## config.mk

```make
export PLATFORM = sky130hd
export DESIGN_NAME = fraction_arith_reduce_top
export DESIGN_NICKNAME = d
export VERILOG_FILES = /design/src/hw/rtl/far_pkg.sv /design/src/hw/rtl/far_mul.sv /design/src/hw/rtl/far_div.sv /design/src/hw/rtl/far_gcd.sv /design/src/hw/rtl/fraction_arith_reduce_top.sv
export SDC_FILE = /design/constraint.sdc
export NUM_CORES = 2
export LEC_CHECK = 0
export BUFFER_PORTS_ARGS = -buffer_cell sky130_fd_sc_hd__buf_2
export CAP_MARGIN = 25
export CORE_AREA = 4 4 357 359
export DETAILED_ROUTE_END_ITERATION = 6
export DIE_AREA = 0 0 361 363
export PLACE_DENSITY = 0.5
export SLEW_MARGIN = 40
export SYNTH_ARGS = -nofsm -noshare
export SYNTH_HDL_FRONTEND = slang
export SYNTH_SLANG_ARGS = --single-unit
```

## constraint.sdc

```tcl
create_clock -name clk -period 15.5 [get_ports clk]
set_input_delay 3.1 -clock clk [delete_from_list [all_inputs] [get_ports clk]]
set_output_delay 3.1 -clock clk [all_outputs]
set_load 0.1 [all_outputs]
```

## src/hw/rtl/far_pkg.sv

```systemverilog
// Shared constants, operation codes and unit status type for the fraction reducer.
`default_nettype none

package far_pkg;

  localparam int OPERAND_WIDTH = 16;

  localparam int PROD_W      = 2 * OPERAND_WIDTH;
  localparam int NMAG_W      = PROD_W + 1;
  localparam int IN_TDATA_W  = ((4 * OPERAND_WIDTH + 7) / 8) * 8;
  localparam int OUT_NUM_W   = 33;
  localparam int OUT_DEN_W   = 32;
  localparam int OUT_TDATA_W = ((OUT_NUM_W + OUT_DEN_W + 7) / 8) * 8;
  localparam int OUT_PAD_W   = OUT_TDATA_W - OUT_NUM_W - OUT_DEN_W;
  localparam int NUMX_W      = (NMAG_W > OUT_NUM_W) ? NMAG_W : OUT_NUM_W;
  localparam int DENX_W      = (NMAG_W > OUT_DEN_W) ? NMAG_W : OUT_DEN_W;
  localparam int DIV_CNT_W   = $clog2(NMAG_W + 1);

  localparam int OP_W = 2;
  localparam logic [OP_W-1:0] OP_ADD = 2'd0;
  localparam logic [OP_W-1:0] OP_SUB = 2'd1;
  localparam logic [OP_W-1:0] OP_MUL = 2'd2;
  localparam logic [OP_W-1:0] OP_DIV = 2'd3;

  typedef struct packed {
    logic busy;
    logic done;
  } unit_stat_t;

  // Magnitude of a two's complement operand; the most negative value maps to 2^(W-1).
  function automatic logic [OPERAND_WIDTH-1:0] op_mag(input logic [OPERAND_WIDTH-1:0] v);
    logic [OPERAND_WIDTH-1:0] neg_v;
    neg_v = ~v + 1'b1;
    return v[OPERAND_WIDTH-1] ? neg_v : v;
  endfunction

endpackage

`default_nettype wire

```

## src/hw/rtl/far_mul.sv

```systemverilog
// Shared magnitude multiplier with a registered product.
`default_nettype none

module far_mul
  import far_pkg::*;
(
  input  wire logic                     clk,
  input  wire logic [OPERAND_WIDTH-1:0] mul_a,
  input  wire logic [OPERAND_WIDTH-1:0] mul_b,
  output logic      [PROD_W-1:0]        prod_r
);

  always_ff @(posedge clk) begin
    prod_r <= PROD_W'(mul_a) * PROD_W'(mul_b);
  end

endmodule

`default_nettype wire

```

## src/hw/rtl/far_div.sv

```systemverilog
// Restoring divider, one quotient bit per cycle, shared for both reductions.
`default_nettype none

module far_div
  import far_pkg::*;
(
  input  wire logic              clk,
  input  wire logic              rst_n,
  input  wire logic              start,
  input  wire logic [NMAG_W-1:0] dividend,
  input  wire logic [NMAG_W-1:0] divisor,
  output unit_stat_t             stat,
  output logic      [NMAG_W-1:0] quot_r
);

  logic [NMAG_W-1:0]    rem_r;
  logic [NMAG_W-1:0]    dvs_r;
  logic [DIV_CNT_W-1:0] cnt_r;
  logic                 busy_r;
  logic                 done_r;

  logic [NMAG_W:0]   trial;
  logic [NMAG_W:0]   diff;
  logic              fits;

  assign trial = {rem_r, quot_r[NMAG_W-1]};
  assign diff  = trial - {1'b0, dvs_r};
  assign fits  = (trial >= {1'b0, dvs_r});

  always_ff @(posedge clk) begin
    if (!rst_n) begin
      busy_r <= 1'b0;
      done_r <= 1'b0;
      cnt_r  <= '0;
    end else begin
      done_r <= 1'b0;
      if (start) begin
        busy_r <= 1'b1;
        cnt_r  <= DIV_CNT_W'(NMAG_W);
      end else if (busy_r) begin
        cnt_r <= cnt_r - 1'b1;
        if (cnt_r == DIV_CNT_W'(1)) begin
          busy_r <= 1'b0;
          done_r <= 1'b1;
        end
      end
    end
  end

  always_ff @(posedge clk) begin
    if (start) begin
      rem_r  <= '0;
      quot_r <= dividend;
      dvs_r  <= divisor;
    end else if (busy_r) begin
      rem_r  <= fits ? diff[NMAG_W-1:0] : trial[NMAG_W-1:0];
      quot_r <= {quot_r[NMAG_W-2:0], fits};
    end
  end

  assign stat.busy = busy_r;
  assign stat.done = done_r;

endmodule

`default_nettype wire

```

## src/hw/rtl/far_gcd.sv

```systemverilog
// Binary GCD engine: one shift or subtract-and-shift per cycle, halving copies of n and d alongside.
`default_nettype none

module far_gcd
  import far_pkg::*;
(
  input  wire logic              clk,
  input  wire logic              rst_n,
  input  wire logic              start,
  input  wire logic [NMAG_W-1:0] n_mag,
  input  wire logic [NMAG_W-1:0] d_mag,
  output unit_stat_t             stat,
  output logic      [NMAG_W-1:0] odd_gcd_r,
  output logic      [NMAG_W-1:0] n_sh_r,
  output logic      [NMAG_W-1:0] d_sh_r
);

  logic [NMAG_W-1:0] b_r;
  logic              busy_r;
  logic              done_r;
  logic              a_gt_b;
  logic [NMAG_W-1:0] a_m_b;
  logic [NMAG_W-1:0] b_m_a;

  assign a_gt_b = (odd_gcd_r > b_r);
  assign a_m_b  = odd_gcd_r - b_r;
  assign b_m_a  = b_r - odd_gcd_r;

  always_ff @(posedge clk) begin
    if (!rst_n) begin
      busy_r <= 1'b0;
      done_r <= 1'b0;
    end else begin
      done_r <= 1'b0;
      if (start) begin
        busy_r <= 1'b1;
      end else if (busy_r && (odd_gcd_r == b_r)) begin
        busy_r <= 1'b0;
        done_r <= 1'b1;
      end
    end
  end

  always_ff @(posedge clk) begin
    if (start) begin
      // a zero numerator reduces by the denominator itself
      odd_gcd_r <= (n_mag == '0) ? d_mag : n_mag;
      b_r       <= d_mag;
      n_sh_r    <= n_mag;
      d_sh_r    <= d_mag;
    end else if (busy_r && (odd_gcd_r != b_r)) begin
      if (!odd_gcd_r[0] && !b_r[0]) begin
        // common factor of two: strip it from the running copies too
        odd_gcd_r <= odd_gcd_r >> 1;
        b_r       <= b_r >> 1;
        n_sh_r    <= n_sh_r >> 1;
        d_sh_r    <= d_sh_r >> 1;
      end else if (!odd_gcd_r[0]) begin
        odd_gcd_r <= odd_gcd_r >> 1;
      end else if (!b_r[0]) begin
        b_r <= b_r >> 1;
      end else if (a_gt_b) begin
        odd_gcd_r <= a_m_b >> 1;
      end else begin
        b_r <= b_m_a >> 1;
      end
    end
  end

  assign stat.busy = busy_r;
  assign stat.done = done_r;

endmodule

`default_nettype wire

```

## src/hw/rtl/fraction_arith_reduce_top.sv

```systemverilog
// Sequence: multiply steps on the shared multiplier, combine, binary GCD, then two restoring
//   divides (numerator, then denominator) and a final output step.
// A zero denominator skips the GCD and both divides.
// Items are not overlapped: a new one is taken only in idle; the GCD steps and the divider set how long each takes.
// A finished result sits in the output register, so the next item is taken while it waits.
// Reset: synchronous, active low; clears the sequencer and valid flags, no memories to clear.
`default_nettype none

module fraction_arith_reduce_top
  import far_pkg::*;
(
  input  wire logic                   clk,
  input  wire logic                   rst_n,
  input  wire logic                   in_tvalid,
  output logic                        in_tready,
  input  wire logic [IN_TDATA_W-1:0]  in_tdata,   // num_a, den_a, num_b, den_b
  input  wire logic [OP_W-1:0]        in_tuser,   // req_type
  output logic                        out_tvalid,
  input  wire logic                   out_tready,
  output logic      [OUT_TDATA_W-1:0] out_tdata,  // num_out, den_out, zero pad
  output logic                        out_tuser   // status
);

  localparam int W = OPERAND_WIDTH;

  localparam logic [2:0] ST_IDLE = 3'd0;
  localparam logic [2:0] ST_MUL  = 3'd1;
  localparam logic [2:0] ST_COMB = 3'd2;
  localparam logic [2:0] ST_GCD  = 3'd3;
  localparam logic [2:0] ST_DIVN = 3'd4;
  localparam logic [2:0] ST_DIVD = 3'd5;
  localparam logic [2:0] ST_FIN  = 3'd6;

  logic [2:0] state_r, state_nxt;
  logic [1:0] mcnt_r;

  logic [OP_W-1:0] op_r;
  logic [W-1:0]    na_m_r, da_m_r, nb_m_r, db_m_r;
  logic            na_s_r, da_s_r, nb_s_r, db_s_r;
  logic [PROD_W-1:0] p0_r, p1_r, p2_r;
  logic [NMAG_W-1:0] nm_r, dm_r;
  logic              n_neg_r, d_neg_r, err_r;

  logic            in_fire;
  logic            out_free;
  logic [W-1:0]    mul_a, mul_b;
  logic [PROD_W-1:0] prod;

  // combine stage
  logic              s0, s1, ds;
  logic [NMAG_W-1:0] p0x, p1x, sum_mag;
  logic              sum_neg;

  unit_stat_t        gcd_st, div_st;
  logic              gcd_start, div_start;
  logic [NMAG_W-1:0] gcd_g, gcd_n, gcd_d, div_q, div_dividend;

  logic [NUMX_W-1:0] nmx, numv;
  logic [DENX_W-1:0] dmx;
  logic              res_neg;
  logic              out_valid_r;

  assign in_tready = (state_r == ST_IDLE);
  assign in_fire   = in_tvalid && in_tready;
  assign out_free  = !out_valid_r || out_tready;

  // operand pairs: add/sub na*db, nb*da, da*db; mul na*nb, -, da*db; div na*db, -, da*nb
  always_comb begin
    case (mcnt_r)
      2'd0: begin
        mul_a = na_m_r;
        mul_b = (op_r == OP_MUL) ? nb_m_r : db_m_r;
      end
      2'd1: begin
        mul_a = nb_m_r;
        mul_b = da_m_r;
      end
      default: begin
        mul_a = da_m_r;
        mul_b = (op_r == OP_DIV) ? nb_m_r : db_m_r;
      end
    endcase
  end

  far_mul u_mul (
    .clk    (clk),
    .mul_a  (mul_a),
    .mul_b  (mul_b),
    .prod_r (prod)
  );

  always_comb begin
    s0 = ((op_r == OP_MUL) ? (na_s_r ^ nb_s_r) : (na_s_r ^ db_s_r)) && (p0_r != '0);
    s1 = (((op_r == OP_SUB) ? !nb_s_r : nb_s_r) ^ da_s_r) && (p1_r != '0);
    ds = ((op_r == OP_DIV) ? (da_s_r ^ nb_s_r) : (da_s_r ^ db_s_r)) && (p2_r != '0);
    p0x = NMAG_W'(p0_r);
    p1x = NMAG_W'(p1_r);
    if ((op_r == OP_MUL) || (op_r == OP_DIV)) begin
      sum_mag = p0x;
      sum_neg = s0;
    end else if (s0 == s1) begin
      sum_mag = p0x + p1x;
      sum_neg = s0;
    end else if (p0x >= p1x) begin
      sum_mag = p0x - p1x;
      sum_neg = s0;
    end else begin
      sum_mag = p1x - p0x;
      sum_neg = s1;
    end
  end

  assign gcd_start = (state_r == ST_COMB) && (p2_r != '0);

  far_gcd u_gcd (
    .clk       (clk),
    .rst_n     (rst_n),
    .start     (gcd_start),
    .n_mag     (sum_mag),
    .d_mag     (NMAG_W'(p2_r)),
    .stat      (gcd_st),
    .odd_gcd_r (gcd_g),
    .n_sh_r    (gcd_n),
    .d_sh_r    (gcd_d)
  );

  assign div_start    = ((state_r == ST_GCD) && gcd_st.done) ||
                        ((state_r == ST_DIVN) && div_st.done);
  assign div_dividend = (state_r == ST_GCD) ? gcd_n : gcd_d;

  far_div u_div (
    .clk      (clk),
    .rst_n    (rst_n),
    .start    (div_start),
    .dividend (div_dividend),
    .divisor  (gcd_g),
    .stat     (div_st),
    .quot_r   (div_q)
  );

  always_comb begin
    state_nxt = state_r;
    unique case (state_r)
      ST_IDLE: if (in_fire) state_nxt = ST_MUL;
      ST_MUL:  if (mcnt_r == 2'd3) state_nxt = ST_COMB;
      ST_COMB: state_nxt = (p2_r == '0) ? ST_FIN : ST_GCD;
      ST_GCD:  if (gcd_st.done) state_nxt = ST_DIVN;
      ST_DIVN: if (div_st.done) state_nxt = ST_DIVD;
      ST_DIVD: if (div_st.done) state_nxt = ST_FIN;
      ST_FIN:  if (out_free) state_nxt = ST_IDLE;
      default: state_nxt = ST_IDLE;
    endcase
  end

  always_ff @(posedge clk) begin
    if (!rst_n) begin
      state_r     <= ST_IDLE;
      mcnt_r      <= '0;
      out_valid_r <= 1'b0;
    end else begin
      state_r <= state_nxt;
      mcnt_r  <= (state_r == ST_MUL) ? mcnt_r + 1'b1 : 2'd0;
      if ((state_r == ST_FIN) && out_free) begin
        out_valid_r <= 1'b1;
      end else if (out_tready) begin
        out_valid_r <= 1'b0;
      end
    end
  end

  // datapath registers
  always_ff @(posedge clk) begin
    if (in_fire) begin
      op_r   <= in_tuser;
      na_m_r <= op_mag(in_tdata[W-1:0]);
      da_m_r <= op_mag(in_tdata[2*W-1:W]);
      nb_m_r <= op_mag(in_tdata[3*W-1:2*W]);
      db_m_r <= op_mag(in_tdata[4*W-1:3*W]);
      na_s_r <= in_tdata[W-1];
      da_s_r <= in_tdata[2*W-1];
      nb_s_r <= in_tdata[3*W-1];
      db_s_r <= in_tdata[4*W-1];
    end
    if (state_r == ST_MUL) begin
      if (mcnt_r == 2'd1) p0_r <= prod;
      if (mcnt_r == 2'd2) p1_r <= prod;
      if (mcnt_r == 2'd3) p2_r <= prod;
    end
    if (state_r == ST_COMB) begin
      n_neg_r <= sum_neg && (sum_mag != '0);
      d_neg_r <= ds;
      err_r   <= (p2_r == '0);
    end
    if ((state_r == ST_DIVN) && div_st.done) nm_r <= div_q;
    if ((state_r == ST_DIVD) && div_st.done) dm_r <= div_q;
  end

  assign nmx     = NUMX_W'(nm_r);
  assign dmx     = DENX_W'(dm_r);
  assign res_neg = (n_neg_r != d_neg_r) && (nm_r != '0);
  assign numv    = res_neg ? (~nmx + 1'b1) : nmx;

  always_ff @(posedge clk) begin
    if ((state_r == ST_FIN) && out_free) begin
      if (err_r) begin
        out_tdata <= '0;
        out_tuser <= 1'b1;
      end else begin
        out_tdata <= {{OUT_PAD_W{1'b0}}, dmx[OUT_DEN_W-1:0], numv[OUT_NUM_W-1:0]};
        out_tuser <= 1'b0;
      end
    end
  end

  assign out_tvalid = out_valid_r;

  a_err_zero: assert property (@(posedge clk) disable iff (!rst_n)
    out_tvalid && out_tuser |-> out_tdata == '0)
    else $error("error result carries nonzero data");

  a_busy_after_accept: assert property (@(posedge clk) disable iff (!rst_n)
    in_fire |=> !in_tready)
    else $error("block ready right after taking an item");

  a_gcd_nonzero: assert property (@(posedge clk) disable iff (!rst_n)
    gcd_st.done |-> gcd_g != '0)
    else $error("gcd finished with zero divisor");

  a_div_not_during_gcd: assert property (@(posedge clk) disable iff (!rst_n)
    state_r == ST_GCD |-> !div_st.busy)
    else $error("divider active during gcd search");

endmodule

`default_nettype wire
```

## Word-level counts from Yosys, hierarchy flattened

Index checks and enable logic that the tools add are counted.

- Register bits: 585
- Input bits: 70
- Output and inout bits: 75
- Logic and storage cells: 211

- Add/sub/neg operators: 13
- Multipliers: 1
- Order comparisons: 3
- Equality and inequality tests: 27
- Multiplexer cells: 61
- Bitwise operators: 12
- Reduce and logical (&&, ||, !) cells: 50

Operator list:

| cell | count |
|---|---|
| 2-to-1 mux 33 bit | 22 |
| 2-to-1 mux 32 bit | 5 |
| subtractor 33 bit | 3 |
| nonzero test 32 bit | 3 |
| nonzero test 33 bit | 2 |
| subtractor 32 x 32 -> 33 bit | 2 |
| adder 16 x 1 -> 16 bit (second input constant) | 4 |
| NOT 16 bit | 4 |
| case mux 16 bit (2 select lines) | 2 |
| 2-to-1 mux 15 bit | 4 |
| greater-or-equal comparator 34 x 33 -> 1 bit | 1 |
| adder 32 x 32 -> 33 bit | 1 |
| adder 33 x 1 -> 33 bit (second input constant) | 1 |
| == test 33 bit | 1 |
| > comparator 33 bit | 1 |
| zero test 33 bit | 1 |
| != test 33 bit | 1 |
| NOT 33 bit | 1 |
| greater-or-equal comparator 32 bit | 1 |
| zero test 32 bit | 1 |
| multiplier 16 x 16 -> 32 bit | 1 |
| 2-to-1 mux 16 bit | 2 |
| 2-to-1 mux 3 bit | 7 |
| case mux 3 bit (7 select lines) | 1 |
| other kinds (30) | 95 |

## Longest topological paths before layout

- Word-level depth: 10
- Mapped depth: 35
- Depth with buffers taken out: 32

## Cells and area by module

From an unflattened synthesis, not the netlist that was laid out.

- Cells, all modules: 4578
- Area, all modules: 44949.4 um2

By module, submodules not included:

| module | instances | cells an instance | area each (um2) | sequential area each (um2) |
|---|---|---|---|---|
| fraction_arith_reduce_top | 1 | 1922 | 19491.2 | 9128.8 |
| far_gcd | 1 | 1026 | 10105.9 | 4003.8 |
| far_mul | 1 | 1005 | 9115.0 | 640.6 |
| far_div | 1 | 625 | 6237.2 | 2802.7 |

## Worst setup path after synthesis

OpenSTA, ideal clock, no wires.

- Path kind: reg2reg
- Start point: reg op_r[1]
- End point: reg u_mul.prod_r[29]
- Library setup time: 0.072 ns
- Arrival time: 8.459 ns
- Data required time: 15.428 ns
- Setup slack: 6.969 ns
- Cell stages (with the launch flop): 34
- Path buffers: 6
- Period minus slack after synthesis: 8.531 ns
- Path through: edfxtp_1 clkbuf_1 buf_1 clkbuf_1 nand2_1 clkbuf_1 mux2i_1 o221ai_1 clkbuf_1 nand2_1 fa_1 fa_1 fa_1 fa_1 inv_1 fa_1 inv_1 fa_1 inv_1 ha_1 clkbuf_1 a21o_1 a21oi_1 nor2b_1 a311o_1 a41oi_1 a2111oi_0 o31ai_1 a21boi_0 nor2_1 o21a_1 o21bai_1 a21oi_1 xnor2_1

- Cells in the longest elaborated chain, start to end: 4
- Elaborated cells between the ends (all ways): 6
- Classes of those cells: mul (1); eq/ne (2); mux (3)

Ends and longest elaborated chain:

| item | RTL line | source |
|---|---|---|
| start, declared | fraction_arith_reduce_top.sv:37 | `logic [OP_W-1:0] op_r;` |
| start signal, assigned | fraction_arith_reduce_top.sv:174 | `op_r <= in_tuser;` |
| == test 2 bit (on tied branches) | fraction_arith_reduce_top.sv:80, fraction_arith_reduce_top.sv:72 |  |
| 2-to-1 mux 16 bit (on tied branches) | fraction_arith_reduce_top.sv:80, fraction_arith_reduce_top.sv:72 |  |
| case mux 16 bit (2 select lines) * | fraction_arith_reduce_top.sv:69 | `case (mcnt_r)` |
| multiplier 16 x 16 -> 32 bit * | far_mul.sv:14 | `prod_r <= PROD_W'(mul_a) * PROD_W'(mul_b);` |
| end signal, assigned | far_mul.sv:14 |  |
| end, declared | far_mul.sv:10 | `output logic [PROD_W-1:0] prod_r` |

Every way passes the cells marked *; elsewhere a longest branch is shown, timed or not.
A chain may end at the register's enable or synchronous reset.

## Worst setup path in the final report

- Start point: reg mcnt_r[0]
- End point: reg u_mul.prod_r[31]

- Cells in the longest elaborated chain, start to end: 3
- Elaborated cells between the ends (all ways): 5
- Classes of those cells: mul (1); eq/ne (1); mux (2); reduce/logical (1)

Ends and longest elaborated chain:

| item | RTL line | source |
|---|---|---|
| start, declared | fraction_arith_reduce_top.sv:35 | `logic [1:0] mcnt_r;` |
| start signal, assigned | fraction_arith_reduce_top.sv:162 | `mcnt_r <= (state_r == ST_MUL) ? mcnt_r + 1'b1 : 2'd0;` |
| == test 2 x 1 -> 1 bit or zero test 2 bit (tied branches) | fraction_arith_reduce_top.sv:69 |  |
| case mux 16 bit (2 select lines) | fraction_arith_reduce_top.sv:69 |  |
| multiplier 16 x 16 -> 32 bit * | far_mul.sv:14 |  |

Marks and branches as above.

==> run_results.csv <==
group,metric,value,unit
run_status,status,"finished, violations left",
run_status,violations,"design-rule violations",
cts,clockRootBuffer,"clkbuf_16",
sta,finalCriticalPeriod,9.03,ns
cts,postCtsHoldBufs,0,
floorplan,start_util,0.350,
sta,hold_viol,0,
grt,grtUsageMet1,0.269,
grt,first_global_vias,33168,
setup_path,crit_family,"adder cells",
yosys,synth_edf_count,496,
routing,drcViolationCount,6,
setup_path,cp_common_cell,"fa_1",
grt,grt_max_degree,71,
floorplan,die_h,363,um
floorplan,die_w,361,um
yosys,syn_area,43300,sq um
setup_path,critPathArrivalTime,9.57,ns
cells_and_area,nNetsFinal,5168,
setup_path,slowest_delay,0.59,ns
routing,via_count,33656,
yosys,synth_top_cell_area_share,0.344,
setup_path,rr_startpoint,"mcnt_r[0]",
yosys,synthDistinctLibCells,103,
cts,clkTransAtPathRegs,0.06,ns
grt,antenna_found_initial,2,
placement,io_buffers,137,
routing,drtPass1Iterations,7,
yosys,synth_area_leaders,"edfxtp_1 (34%), fa_1 (9.2%), ha_1 (9.0%)",
cts,cts_tree,"yes",
cts,post_cts_resized,0,
floorplan,ios,145,
yosys,ys_ff_latch,577,
setup_path,cp-start-kind,"register",
routing,finalWirelength,138000,um
placement,dpl.hpwl,108000,um
flow_run,cap_violations,0,
floorplan,rows,129,
setup_path,timing.critical_path.buf_inv,5,
cts,clockBufferDepth,3,
yosys,syn_area_per_cell,9.55,sq um
setup_path,slowest_stage,"fa_1",
setup_path,reg2reg_depth,30,
sta,tns,0,ns
floorplan,core,124000,sq um
yosys,yosys-top-cells-count,"nand2_1 (497), edfxtp_1 (496), inv_1 (457)",
routing,antenna_left,0,
yosys,synthCells,4537,
cts,numCtsBuffers,66,
setup_path,end_kind,"register",
cts,insertion_delay,0.63,ns
grt,grt_pass1_wl,207000,um
setup_path,required,16.04,ns
setup_path,worstPathMaxFanout,21,
cells_and_area,fillCellCount,12386,
routing,drt-initial-drc-count,2589,
grt,met3_usage,0.0329,
sta,setup_viol,0,
routing,via_per_inst,5.37,
sta,fin_crit_sh,0.582,
placement,place_congestion,0.920,
cts,post_cts_buffers,0,
setup_path,startpoint,"mcnt_r[0]",
yosys,ys.flop_type,"edfxtp_1",
cells_and_area,num_antenna_cells,0,
yosys,yosysWarnings,0,
yosys,synth_most_common_cell,"nand2_1",
routing,wl_per_cell,22.0,um
sta,relSlewSlack,0.407,
cts,cts.sinks,577,
grt,busiest_layer,"met2",
min_path,hold_class,"reg -> reg",
grt,grt_overflow,0,
yosys,synth_top_area_cell,"edfxtp_1",
grt,met2_usage,0.349,
min_path,hold_depth,0,
cells_and_area,utilization,0.386,
min_path,worstHoldStart,"u_mul.prod_r[20]",
sta,clock.fmax,0.111,GHz
setup_path,cp_num_cells,30,
floorplan,die-area,131000,sq um
setup_path,r2r_slack,6.47,ns
sta,maxSlewViolCount,0,
sta,rsz0062_at_grt,"no",
setup_path,critPathKind,"reg -> reg",
sta,fin_worst_skew,0.0304,ns
yosys,async_flop_share,0,
sta,worst-slew-pin-transition,0.881,ns
cells_and_area,drive_above_1_share,0.0805,
grt,groute.usage.overall,0.205,
cells_and_area,synthToLayoutAreaGrowth,10.3,%
yosys,synth-seq-area-share,0.381,
cts,cts_htree_levels,3,
[layout make-up]
cell class / instances / area [sq um] / area share
Multi-Input combinational cell: 3289 / 24300 / 0.509
Clock buffer: 91 / 1830 / 0.0382
Sequential cell: 577 / 16500 / 0.345
Tap cell: 1637 / 2050 / 0.0428
Clock inverter: 27 / 231 / 0.00484
Timing Repair Buffer: 195 / 1160 / 0.0243
Inverter: 457 / 1720 / 0.0359
[worst register-to-register path, delay by kind of cell (launching register included)]
kind / cells / cell delay, ns
AO/OA/AOI/OAI: 12 / 3.30
XOR/XNOR: 1 / 0.13
adder cells (fa/ha/maj): 8 / 3.62
buffers and inverters: 5 / 0.80
flip-flops: 1 / 0.36
AND/OR/NAND/NOR: 4 / 0.73
[flip-flops by register name, summed over array words and instances, names as in the netlist, 6 cells and up]
register,count
da_m_r,16
u_div.cnt_r,6
u_gcd.d_sh_r,32
db_m_r,16
na_m_r,16
u_gcd.n_sh_r,33
u_div.dvs_r,33
u_div.rem_r,33
nm_r,33
u_div.quot_r,33
u_gcd.odd_gcd_r,33
nb_m_r,16
u_gcd.b_r,32
out_tdata,65
p2_r,32
p1_r,32
u_mul.prod_r,32
p0_r,32
dm_r,32
[worst paths after layout]
kind	endpoint
setup / recovery	u_mul.prod_r[31]
hold / removal	p0_r[20]
setup reg to reg	u_mul.prod_r[31]
hold reg to reg	p0_r[20]
[per-stage QoR]
step / hold slack, ns / std cells / instance area [sq um] / worst slack [ns]
after global routing: 0.490 / 6273 / 47800 / 5.82
after CTS: 0.470 / 6273 / 47800 / 6.34
after detailed placement: 0.458 / 6155 / 45700 / 6.40
after floorplan: 0.421 / 4543 / 43400 / 6.97
after global placement: 0.448 / 6153 / 45600 / 6.22
final: 0.465 / 6273 / 47800 / 6.47
[metal layers]
metal  part of all wire  up-vias
met3              0.052      179
met2               0.48      981
met5           0.000087        -
met4              0.031        2
li1                   -    15987
met1               0.44    16507
[cell usage in the layout (no fill, tap or decap), types with 14 or more instances in the layout]
cell and instances:
a21o_1 71, mux2i_1 72, nor2b_1 99, a211oi_1 26
a31oi_1 29, edfxtp_1 496, a21oi_1 300, nor2_1 346
and2_1 36, nor4_1 49, fa_1 200, nand4_1 40
ha_1 312, o21ai_1 27, dfxtp_1 80, buf_2 137
o21bai_1 28, nand2b_1 71, and3_1 22, o21ai_0 227
buf_4 53, nand2_1 496, a221oi_1 23, inv_1 456
o31ai_1 25, xnor2_1 151, or4_1 14, or2_2 18
or3_1 35, o22ai_1 23, a41o_1 24, clkbuf_16 67
clkbuf_1 18, xor2_1 58, o21a_1 43, nand3_1 63
o211ai_1 26, nor3_1 85
[cells by family (layout without fill, tap and decap cells)]
kind of cell,after synthesis,count (layout),synth area share
simple gates,1433,1433,0.156
buf+inv,677,770,0.0623
mux,83,83,0.0193
compound gates,1044,1044,0.156
flops,577,577,0.381
xor+xnor,210,210,0.0426
other cells,1,7,0.0000865
fa+ha+maj,512,512,0.182
Power is left out: the tool's default activity adds up to more than one toggle a clock period on the data nets, which glitch-free logic cannot reach.
